**config.mk**
```make
export PLATFORM = sky130hd
export DESIGN_NAME = rgb565_blend_tint_key_pixel_flat
export DESIGN_NICKNAME = d
export VERILOG_FILES = /design/src/rtl/core/rbtk_pkg.sv /design/src/rtl/core/rbtk_if.sv /design/src/rtl/core/rgb565_blend_tint_key_pixel.sv /design/src/flat_wrapper.sv
export SDC_FILE = /design/constraint.sdc
export NUM_CORES = 1
export LEC_CHECK = 0
export BUFFER_PORTS_ARGS = -buffer_cell sky130_fd_sc_hd__clkbuf_2
export CORE_ASPECT_RATIO = 1.25
export CORE_MARGIN = 4
export CORE_UTILIZATION = 50
export DETAILED_ROUTE_END_ITERATION = 8
export GPL_ROUTABILITY_DRIVEN = 0
export PLACE_DENSITY = 0.69
export REMOVE_ABC_BUFFERS = 1
export SLEW_MARGIN = 10
export SYNTH_ARGS = -nofsm -noshare
export SYNTH_HDL_FRONTEND = slang
export SYNTH_SLANG_ARGS = --single-unit
```
**constraint.sdc**
```tcl
create_clock -name clk_i -period 7.93 [get_ports clk_i]
set_input_delay 1.1895 -clock clk_i [delete_from_list [all_inputs] [get_ports clk_i]]
set_output_delay 1.1895 -clock clk_i [all_outputs]
set_load 0.005 [all_outputs]
```
**src/rtl/core/rbtk_pkg.sv**
```systemverilog
`timescale 1ns / 1ps
// ----------------------------------------------------------------------------
// rbtk_pkg
// Types, constants and channel arithmetic for the RGB565 blender.
// ----------------------------------------------------------------------------
package rbtk_pkg;

  typedef logic [15:0] pixel_t;
  typedef logic [5:0]  chan_t;

  localparam logic [7:0]  ALPHA_OPAQUE = 8'd255;
  localparam logic [15:0] TINT_NONE    = 16'hFFFF;
  localparam chan_t       CH_MAX_RB    = 6'd31;
  localparam chan_t       CH_MAX_G     = 6'd63;
  localparam int          CFG_IDX_W    = 3;

  typedef enum logic [CFG_IDX_W-1:0] {
    CFG_ALPHA       = 3'd0,
    CFG_TINT        = 3'd1,
    CFG_MODE        = 3'd2,
    CFG_KEY         = 3'd3,
    CFG_SRC_INDEXED = 3'd4
  } cfg_idx_e;

  typedef enum logic [2:0] {
    MODE_BLEND  = 3'd0,
    MODE_ADD    = 3'd1,
    MODE_SUB    = 3'd2,
    MODE_MUL    = 3'd3,
    MODE_SCREEN = 3'd4
  } blend_mode_e;

  typedef struct packed {
    chan_t       s;
    logic [13:0] sa;
    logic [13:0] dna;
    logic [13:0] d255;
    logic [11:0] ds;
    logic [11:0] scr;
  } chan_prod_t;

  // s * t / 32 (5-bit channel) or / 64 (6-bit channel), truncated
  function automatic chan_t tint_chan(chan_t s, chan_t t, logic wide);
    logic [11:0] p;
    p = 12'(s) * 12'(t);
    return wide ? p[11:6] : {1'b0, p[9:5]};
  endfunction

  function automatic chan_prod_t mk_prod(chan_t s, chan_t d, logic [7:0] a, logic wide);
    chan_prod_t r;
    chan_t      mx;
    mx     = wide ? CH_MAX_G : CH_MAX_RB;
    r.s    = s;
    r.sa   = 14'(s) * 14'(a);
    r.dna  = 14'(d) * 14'(ALPHA_OPAQUE - a);
    r.d255 = (14'(d) << 8) - 14'(d);
    r.ds   = 12'(d) * 12'(s);
    r.scr  = 12'(mx - d) * 12'(mx - s);
    return r;
  endfunction

  function automatic chan_t mix_chan(chan_prod_t p, logic [2:0] mode, logic opaque,
                                     logic wide);
    logic [14:0] sum;
    logic [13:0] diff;
    chan_t       mx;
    chan_t       q;
    chan_t       res;
    mx   = wide ? CH_MAX_G : CH_MAX_RB;
    sum  = 15'(p.sa) + 15'(p.d255);
    diff = p.d255 - p.sa;
    q    = wide ? p.scr[11:6] : {1'b0, p.scr[9:5]};
    res  = p.s;
    case (mode)
      MODE_BLEND: begin
        if (!opaque) begin
          res = 6'((15'(p.sa) + 15'(p.dna)) >> 8);
        end
      end
      MODE_ADD: begin
        res = (sum[14:8] > 7'(mx)) ? mx : sum[13:8];
      end
      MODE_SUB: begin
        res = (p.d255 <= p.sa) ? 6'd0 : diff[13:8];
      end
      MODE_MUL: begin
        res = wide ? p.ds[11:6] : {1'b0, p.ds[9:5]};
      end
      MODE_SCREEN: begin
        res = mx - q;
      end
      default: begin
        res = p.s;
      end
    endcase
    return res;
  endfunction

endpackage

```
**src/rtl/core/rbtk_if.sv**
```systemverilog
`timescale 1ns / 1ps
// ----------------------------------------------------------------------------
// rbtk_if
// Valid/ready channels of the RGB565 blender: pixel in, pixel out, config.
// ----------------------------------------------------------------------------
interface rbtk_in_if;
  logic            valid;
  logic            ready;
  rbtk_pkg::pixel_t src_pixel;
  rbtk_pkg::pixel_t dst_pixel;
  logic            line_end;

  modport source (output valid, output src_pixel, output dst_pixel, output line_end,
                  input ready);
  modport sink   (input valid, input src_pixel, input dst_pixel, input line_end,
                  output ready);
endinterface

interface rbtk_out_if;
  logic            valid;
  logic            ready;
  rbtk_pkg::pixel_t out_pixel;
  logic            write_enable;
  logic            line_end_out;

  modport source (output valid, output out_pixel, output write_enable,
                  output line_end_out, input ready);
  modport sink   (input valid, input out_pixel, input write_enable,
                  input line_end_out, output ready);
endinterface

interface rbtk_cfg_if;
  logic                              valid;
  logic                              ready;
  logic [rbtk_pkg::CFG_IDX_W-1:0]    index;
  logic [15:0]                       data;

  modport source (output valid, output index, output data, input ready);
  modport sink   (input valid, input index, input data, output ready);
endinterface

```
**src/rtl/core/rgb565_blend_tint_key_pixel.sv**
```systemverilog
`timescale 1ns / 1ps
// ----------------------------------------------------------------------------
// rgb565_blend_tint_key_pixel
// RGB565 pixel blender with tint, five blend modes and color key.
// ----------------------------------------------------------------------------
// Usage:
//   in_i  : one word per pixel: source, destination, line end marker.
//   out_o : one word per pixel: result pixel, write enable, line end.
//   cfg_i : register writes (0 alpha, 1 tint, 2 mode, 3 key, 4 src indexed),
//           always ready; write only while no pixel is in flight.
//   Three register stages: tint, channel products, mix/clamp/select.
//   Throughput is one pixel per clock while out_o stays ready, set by the
//   stage handshake.
//   A keyed pixel comes out with write enable low and the destination pixel.
//   Reset empties the pipeline and loads alpha 255, tint 0xFFFF, mode 0,
//   key 0, source not indexed.
//   When out_o stalls, each stage holds only if the stage after it is full,
//   so bubbles are squeezed out and in_i stays ready until all three
//   stages hold a word.
// ----------------------------------------------------------------------------
module rgb565_blend_tint_key_pixel (
  input  logic        clk_i,
  input  logic        rst_ni,
  rbtk_in_if.sink     in_i,
  rbtk_out_if.source  out_o,
  rbtk_cfg_if.sink    cfg_i
);
  import rbtk_pkg::*;

  typedef struct packed {
    pixel_t src;
    pixel_t dst;
    chan_t  r;
    chan_t  g;
    chan_t  b;
    logic   copy;
    logic   skip;
    logic   le;
  } st1_t;

  typedef struct packed {
    pixel_t     src;
    pixel_t     dst;
    chan_prod_t pr;
    chan_prod_t pg;
    chan_prod_t pb;
    logic       copy;
    logic       skip;
    logic       le;
  } st2_t;

  logic [7:0]  alpha_q;
  pixel_t      tint_q;
  logic [2:0]  mode_q;
  pixel_t      key_q;
  logic        idx_q;

  logic        v1_q, v2_q, v3_q;
  logic        en1, en2, en3;
  st1_t        s1_d, s1_q;
  st2_t        s2_d, s2_q;
  pixel_t      pix_d, pix_q;
  logic        we_q, le_q;

  logic        copy_c, keyoff_c, tinted_c;
  chan_t       sr, sg, sb;
  chan_t       mr, mg, mb;

  // config registers
  assign cfg_i.ready = 1'b1;

  always_ff @(posedge clk_i or negedge rst_ni) begin
    if (!rst_ni) begin
      alpha_q <= ALPHA_OPAQUE;
      tint_q  <= TINT_NONE;
      mode_q  <= MODE_BLEND;
      key_q   <= '0;
      idx_q   <= 1'b0;
    end else if (cfg_i.valid) begin
      unique case (cfg_i.index)
        CFG_ALPHA:       alpha_q <= cfg_i.data[7:0];
        CFG_TINT:        tint_q  <= cfg_i.data;
        CFG_MODE:        mode_q  <= cfg_i.data[2:0];
        CFG_KEY:         key_q   <= cfg_i.data;
        CFG_SRC_INDEXED: idx_q   <= cfg_i.data[0];
        default: ;
      endcase
    end
  end

  // stage handshake
  assign en3        = !v3_q || out_o.ready;
  assign en2        = !v2_q || en3;
  assign en1        = !v1_q || en2;
  assign in_i.ready = en1;

  always_ff @(posedge clk_i or negedge rst_ni) begin
    if (!rst_ni) begin
      v1_q <= 1'b0;
      v2_q <= 1'b0;
      v3_q <= 1'b0;
    end else begin
      if (en1) v1_q <= in_i.valid;
      if (en2) v2_q <= v1_q;
      if (en3) v3_q <= v2_q;
    end
  end

  // stage 1: key decision and tint
  assign copy_c   = (alpha_q == ALPHA_OPAQUE) && (tint_q == TINT_NONE);
  assign tinted_c = (tint_q != TINT_NONE);
  assign keyoff_c = ((key_q == 16'd0) && !idx_q) || ((key_q == 16'd1) && idx_q);
  assign sr       = {1'b0, in_i.src_pixel[4:0]};
  assign sg       = in_i.src_pixel[10:5];
  assign sb       = {1'b0, in_i.src_pixel[15:11]};

  always_comb begin
    s1_d      = '0;
    s1_d.src  = in_i.src_pixel;
    s1_d.dst  = in_i.dst_pixel;
    s1_d.copy = copy_c;
    s1_d.le   = in_i.line_end;
    s1_d.skip = copy_c ? (!keyoff_c && (in_i.src_pixel == key_q))
                       : ((key_q != 16'd0) && (in_i.src_pixel == key_q));
    s1_d.r    = tinted_c ? tint_chan(sr, {1'b0, tint_q[4:0]}, 1'b0) : sr;
    s1_d.g    = tinted_c ? tint_chan(sg, tint_q[10:5], 1'b1) : sg;
    s1_d.b    = tinted_c ? tint_chan(sb, {1'b0, tint_q[15:11]}, 1'b0) : sb;
  end

  // stage 2: channel products
  always_comb begin
    s2_d      = '0;
    s2_d.src  = s1_q.src;
    s2_d.dst  = s1_q.dst;
    s2_d.copy = s1_q.copy;
    s2_d.skip = s1_q.skip;
    s2_d.le   = s1_q.le;
    s2_d.pr   = mk_prod(s1_q.r, {1'b0, s1_q.dst[4:0]}, alpha_q, 1'b0);
    s2_d.pg   = mk_prod(s1_q.g, s1_q.dst[10:5], alpha_q, 1'b1);
    s2_d.pb   = mk_prod(s1_q.b, {1'b0, s1_q.dst[15:11]}, alpha_q, 1'b0);
  end

  // stage 3: mix, clamp, select
  assign mr = mix_chan(s2_q.pr, mode_q, alpha_q == ALPHA_OPAQUE, 1'b0);
  assign mg = mix_chan(s2_q.pg, mode_q, alpha_q == ALPHA_OPAQUE, 1'b1);
  assign mb = mix_chan(s2_q.pb, mode_q, alpha_q == ALPHA_OPAQUE, 1'b0);

  always_comb begin
    if (s2_q.skip) begin
      pix_d = s2_q.dst;
    end else if (s2_q.copy) begin
      pix_d = s2_q.src;
    end else begin
      pix_d = {mb[4:0], mg, mr[4:0]};
    end
  end

  always_ff @(posedge clk_i) begin
    if (en1) s1_q <= s1_d;
    if (en2) s2_q <= s2_d;
    if (en3) begin
      pix_q <= pix_d;
      we_q  <= !s2_q.skip;
      le_q  <= s2_q.le;
    end
  end

  assign out_o.valid        = v3_q;
  assign out_o.out_pixel    = pix_q;
  assign out_o.write_enable = we_q;
  assign out_o.line_end_out = le_q;

endmodule

```
**src/flat_wrapper.sv**
```systemverilog
// flat-port wrapper written by rule: the top's interface ports become plain ports
module rgb565_blend_tint_key_pixel_flat import rbtk_pkg::*;
  (clk_i, rst_ni, in_i_valid, in_i_src_pixel, in_i_dst_pixel, in_i_line_end, in_i_ready, out_o_valid, out_o_out_pixel, out_o_write_enable, out_o_line_end_out, out_o_ready, cfg_i_valid, cfg_i_index, cfg_i_data, cfg_i_ready);
  rbtk_in_if in_i_i ();
  rbtk_out_if out_o_i ();
  rbtk_cfg_if cfg_i_i ();
  input  logic clk_i;
  input  logic rst_ni;
  input wire logic [$bits(in_i_i.valid)-1:0] in_i_valid;
  input wire logic [$bits(in_i_i.src_pixel)-1:0] in_i_src_pixel;
  input wire logic [$bits(in_i_i.dst_pixel)-1:0] in_i_dst_pixel;
  input wire logic [$bits(in_i_i.line_end)-1:0] in_i_line_end;
  output wire logic [$bits(in_i_i.ready)-1:0] in_i_ready;
  output wire logic [$bits(out_o_i.valid)-1:0] out_o_valid;
  output wire logic [$bits(out_o_i.out_pixel)-1:0] out_o_out_pixel;
  output wire logic [$bits(out_o_i.write_enable)-1:0] out_o_write_enable;
  output wire logic [$bits(out_o_i.line_end_out)-1:0] out_o_line_end_out;
  input wire logic [$bits(out_o_i.ready)-1:0] out_o_ready;
  input wire logic [$bits(cfg_i_i.valid)-1:0] cfg_i_valid;
  input wire logic [$bits(cfg_i_i.index)-1:0] cfg_i_index;
  input wire logic [$bits(cfg_i_i.data)-1:0] cfg_i_data;
  output wire logic [$bits(cfg_i_i.ready)-1:0] cfg_i_ready;
  assign in_i_i.valid = in_i_valid;
  assign in_i_i.src_pixel = in_i_src_pixel;
  assign in_i_i.dst_pixel = in_i_dst_pixel;
  assign in_i_i.line_end = in_i_line_end;
  assign in_i_ready = in_i_i.ready;
  assign out_o_valid = out_o_i.valid;
  assign out_o_out_pixel = out_o_i.out_pixel;
  assign out_o_write_enable = out_o_i.write_enable;
  assign out_o_line_end_out = out_o_i.line_end_out;
  assign out_o_i.ready = out_o_ready;
  assign cfg_i_i.valid = cfg_i_valid;
  assign cfg_i_i.index = cfg_i_index;
  assign cfg_i_i.data = cfg_i_data;
  assign cfg_i_ready = cfg_i_i.ready;
  rgb565_blend_tint_key_pixel u_core (.clk_i(clk_i), .rst_ni(rst_ni), .in_i(in_i_i), .out_o(out_o_i), .cfg_i(cfg_i_i));
endmodule
```
==> out/results.txt <==
CTS buffer count: 37
R2R Path Start: u_core.s1_q[27]$_DFFE_PP_
Worst Tran Pin Value: 1137 ps
worst-path cell with the longest stage delay: edfxtp_1
Int Pwr: 7.515 mW
Yosys top cell by area: edfxtp_1
crit-path max FO: 19
share of the synthesized area in the top cell type: 0.2714
post-synthesis register bit count: 318
final instance area: 32360 um2
clk_lat worst skew: 570 ps
average size of a mapped cell: 10.10 um2
worst hold path class: flop to flop
clk_skew: 23.99 ps
Area contributors post-synth: edfxtp_1, ha_1, fa_1, inv_1, nand2_1
die area: 63980 um2
Initial Utilization: 0.5045
post-synthesis sequential area ratio: 0.3116
RSZ-0062 raised after global routing: no
final wirelength: 72.90 mm
Hold EP: u_core.s2_q[239]$_DFFE_PP_
FF-to-FF End: u_core.s2_q[126]$_DFFE_PP_
Critical Path End Type: flop
Max stage delay on crit path: 850 ps
startpoint types: flop
Core ar.: 59430 um2
Setup CP Type: flop to flop
vias in the first global route: 22790
TritonCTS clock tree: built
hold_buf cts: 0
Required @ worst endpoint: 8250 ps
Flop pwr share: 0.256
dominant register cell in the synthesized netlist: edfxtp_1
number of remaining DRC errors: 0
pin count of the biggest net entering global routing: 81
initial antenna violation count: 3
layout cells sized above 1: 0.09947
Hold Path Origin: u_core.s1_q[41]$_DFFE_PP_
Final min period: 5118 ps
CTS Sinks: 318
Max-Cap Viols: 0
initial detailed-routing violation count: 1579
WP data arrival: 5430 ps
Overflow after GRT: 0
Area Growth Syn to Fin: 7.932%
EDFF count, synth: 271
Peak VDD IR: 0.0002095 V
first-pass GRT wire length: 118.2 mm
distinct cell type count after synthesis: 82
First-pass DRT Iterations: 6
total track usage: 0.2315
Power Density: 422.2 nW/um2
Final HPWL DP: 54.40 mm
Fill cells: 5092
IO Pins: 78
clock slew at reported path FFs: 70 ps
CTS max path bufs: 3
clock power share: 0.132
H-Tree Level Count: 2
Placed Area: 31080 um2
net switching power figure: 6.149 mW
PortBufs: 76
fin crit share: 0.6454
final setup vio count: 0
FF-to-FF path depth: 16
vias per inst: 5.700
post-route setup TNS: 0 ps
Cells after Synth: 2970
Max Slew Vio Count: 0
top-count cell post-synth: ha_1
Mapped Area: 29990 um2
reg2reg setup slack: 2810 ps
Sw Share: 0.4500
final hold vios: 0
wire length per cell: 19.22 um
Die Wd: 227.0 um
Die Span Y: 281.8 um
Hold Path Depth: 0
crit path cell chain: clkinv_1 -> nor2_1 -> fa_1 -> inv_1 -> fa_1 -> fa_1 -> inv_1 -> ha_1 -> a21o_1 -> a21oi_1 -> o21bai_1 -> a21oi_1 -> o21ai_1 -> a21o_1 -> a21oi_1 -> xnor2_1
post-CTS setup repair buffer count: 0
post-cts sizing count: 0
antenna viol nets, final: 0
Max Fclk: 0.1954 GHz
Synth top cells by count: ha_1, inv_1, edfxtp_1
Ys Warns: 0
leakage power: 15.31 nW
ys async rst share: 0.1478
# nets final: 3692
Slew HR: 0.2419
placement row count: 100
outcome: completed
Comb power frac: 0.612
via count: 21620
root buf cell: clkbuf_16
-- final cells by class --
type | instances | area [um2] | share of cell area
antenna | 1 | 2.502 | 0.00007732
clock buffer | 43 | 1022 | 0.03159
clock inverter | 24 | 262.8 | 0.008119
inverter | 410 | 1539 | 0.04755
multi-input combinational | 2130 | 18670 | 0.5768
sequential | 318 | 9344 | 0.2887
tap | 765 | 957.2 | 0.02958
timing repair buffer | 101 | 568.0 | 0.01755
-- power groups by stage --
stage / combinational [mW] / clock [mW] / sequential (mW)
2_1_floorplan: 6.30 / 0 / 3.23
3_3_place_gp: 7.93 / 0 / 3.50
3_5_place_dp: 8.29 / 0 / 3.52
4_1_cts: 8.40 / 1.85 / 3.49
5_1_grt: 9.57 / 1.91 / 3.55
6_report: 8.36 / 1.81 / 3.49
-- cells in the final DEF (no fill, tap or decap), drive strengths merged, types with 14 or more instances in the layout --
| cell type | Yosys | layout |
|---|---|---|
| clkbuf | 106 | 119 |
| dfstp | 24 | 24 |
| a21oi | 158 | 158 |
| o21bai | 29 | 29 |
| and2 | 132 | 132 |
| dfrtp | 23 | 23 |
| fa | 216 | 216 |
| nor2 | 160 | 160 |
| nand2b | 98 | 98 |
| nand3 | 19 | 19 |
| nand2 | 225 | 225 |
| nor3 | 45 | 45 |
| inv | 406 | 411 |
| xnor2 | 90 | 90 |
| a31oi | 16 | 16 |
| ha | 421 | 421 |
| nor2b | 45 | 45 |
| or2 | 46 | 46 |
| mux2 | 43 | 43 |
| buf | 7 | 25 |
| nor4 | 14 | 14 |
| o21a | 17 | 17 |
| xor2 | 65 | 65 |
| o21ai | 85 | 85 |
| a21o | 53 | 53 |
| nand4 | 22 | 22 |
| edfxtp | 271 | 271 |
-- critical path, delay by kind of cell (launching register included) --
family	cells	cell delay [ps]
XOR/XNOR	1	80
AND/OR/NAND/NOR	1	260
flip-flops	1	850
adder cells (fa/ha/maj)	4	1730
buffers and inverters	3	610
AO/OA/AOI/OAI	7	1310
-- registers in the layout, summed over array words and instances (netlist names), 3 cells and up --
| register | cells |
|---|---|
| u_core.mode_q | 3 |
| u_core.s1_q | 51 |
| u_core.tint_q | 16 |
| u_core.s2_q | 202 |
| u_core.key_q | 16 |
| u_core.alpha_q | 8 |
| u_core.out_o.out_pixel | 16 |
-- stage by stage --
stage / utilization / total power, mW / instances / hold slack (ps) / worst slack (ps)
2_1_floorplan: - / 9.524 / 2858 / 400.3 / 179.2
3_3_place_gp: 0.5229 / 11.43 / 3724 / 401.7 / 2978
3_5_place_dp: 0.5229 / 11.81 / 3724 / 405.4 / 2870
4_1_cts: 0.5445 / 13.74 / 3791 / 419.6 / 2847
5_1_grt: 0.5445 / 15.03 / 3791 / 430.2 / 2591
6_report: 0.5445 / 13.66 / 3792 / 419.8 / 2812
-- worst max path at each step --
stage                              startpoint                          to  slack (ps)  cells past startpoint
global placement            in_i_src_pixel[8]   u_core.s1_q[14]$_DFFE_PP_        2980                     14
CTS                 u_core.s1_q[27]$_DFFE_PP_  u_core.s2_q[126]$_DFFE_PP_        2850                     16
finish              u_core.s1_q[27]$_DFFE_PP_  u_core.s2_q[126]$_DFFE_PP_        2810                     16
floorplan                         out_o_ready    u_core.s2_q[0]$_DFFE_PP_         180                      1
detailed placement  u_core.s1_q[27]$_DFFE_PP_  u_core.s2_q[126]$_DFFE_PP_        2870                     16
global route        u_core.s1_q[26]$_DFFE_PP_  u_core.s2_q[126]$_DFFE_PP_        2590                     16
-- layer usage --
layer  vias to the layer above  GRT usage  wire length (um)
met5                         -          0                27
met4                         4    0.09747              3093
met3                       163    0.03645              4452
met2                       705     0.4091             36600
met1                     10720     0.2816             28730
li1                      10020          -                 -
-- logic make-up after synthesis --
logic type / Yosys count / share of synthesized area
and+or+nand+nor: 837 / 0.1420
adders and majority gates: 637 / 0.3199
buffers and inverters: 523 / 0.06614
AOI/OAI and AO/OA: 453 / 0.09798
DFF: 318 / 0.3116
xor gates and xnor gates: 155 / 0.04527
muxes: 45 / 0.01682
other: 2 / 0.0002505
Power figures use the tool's default switching activity.
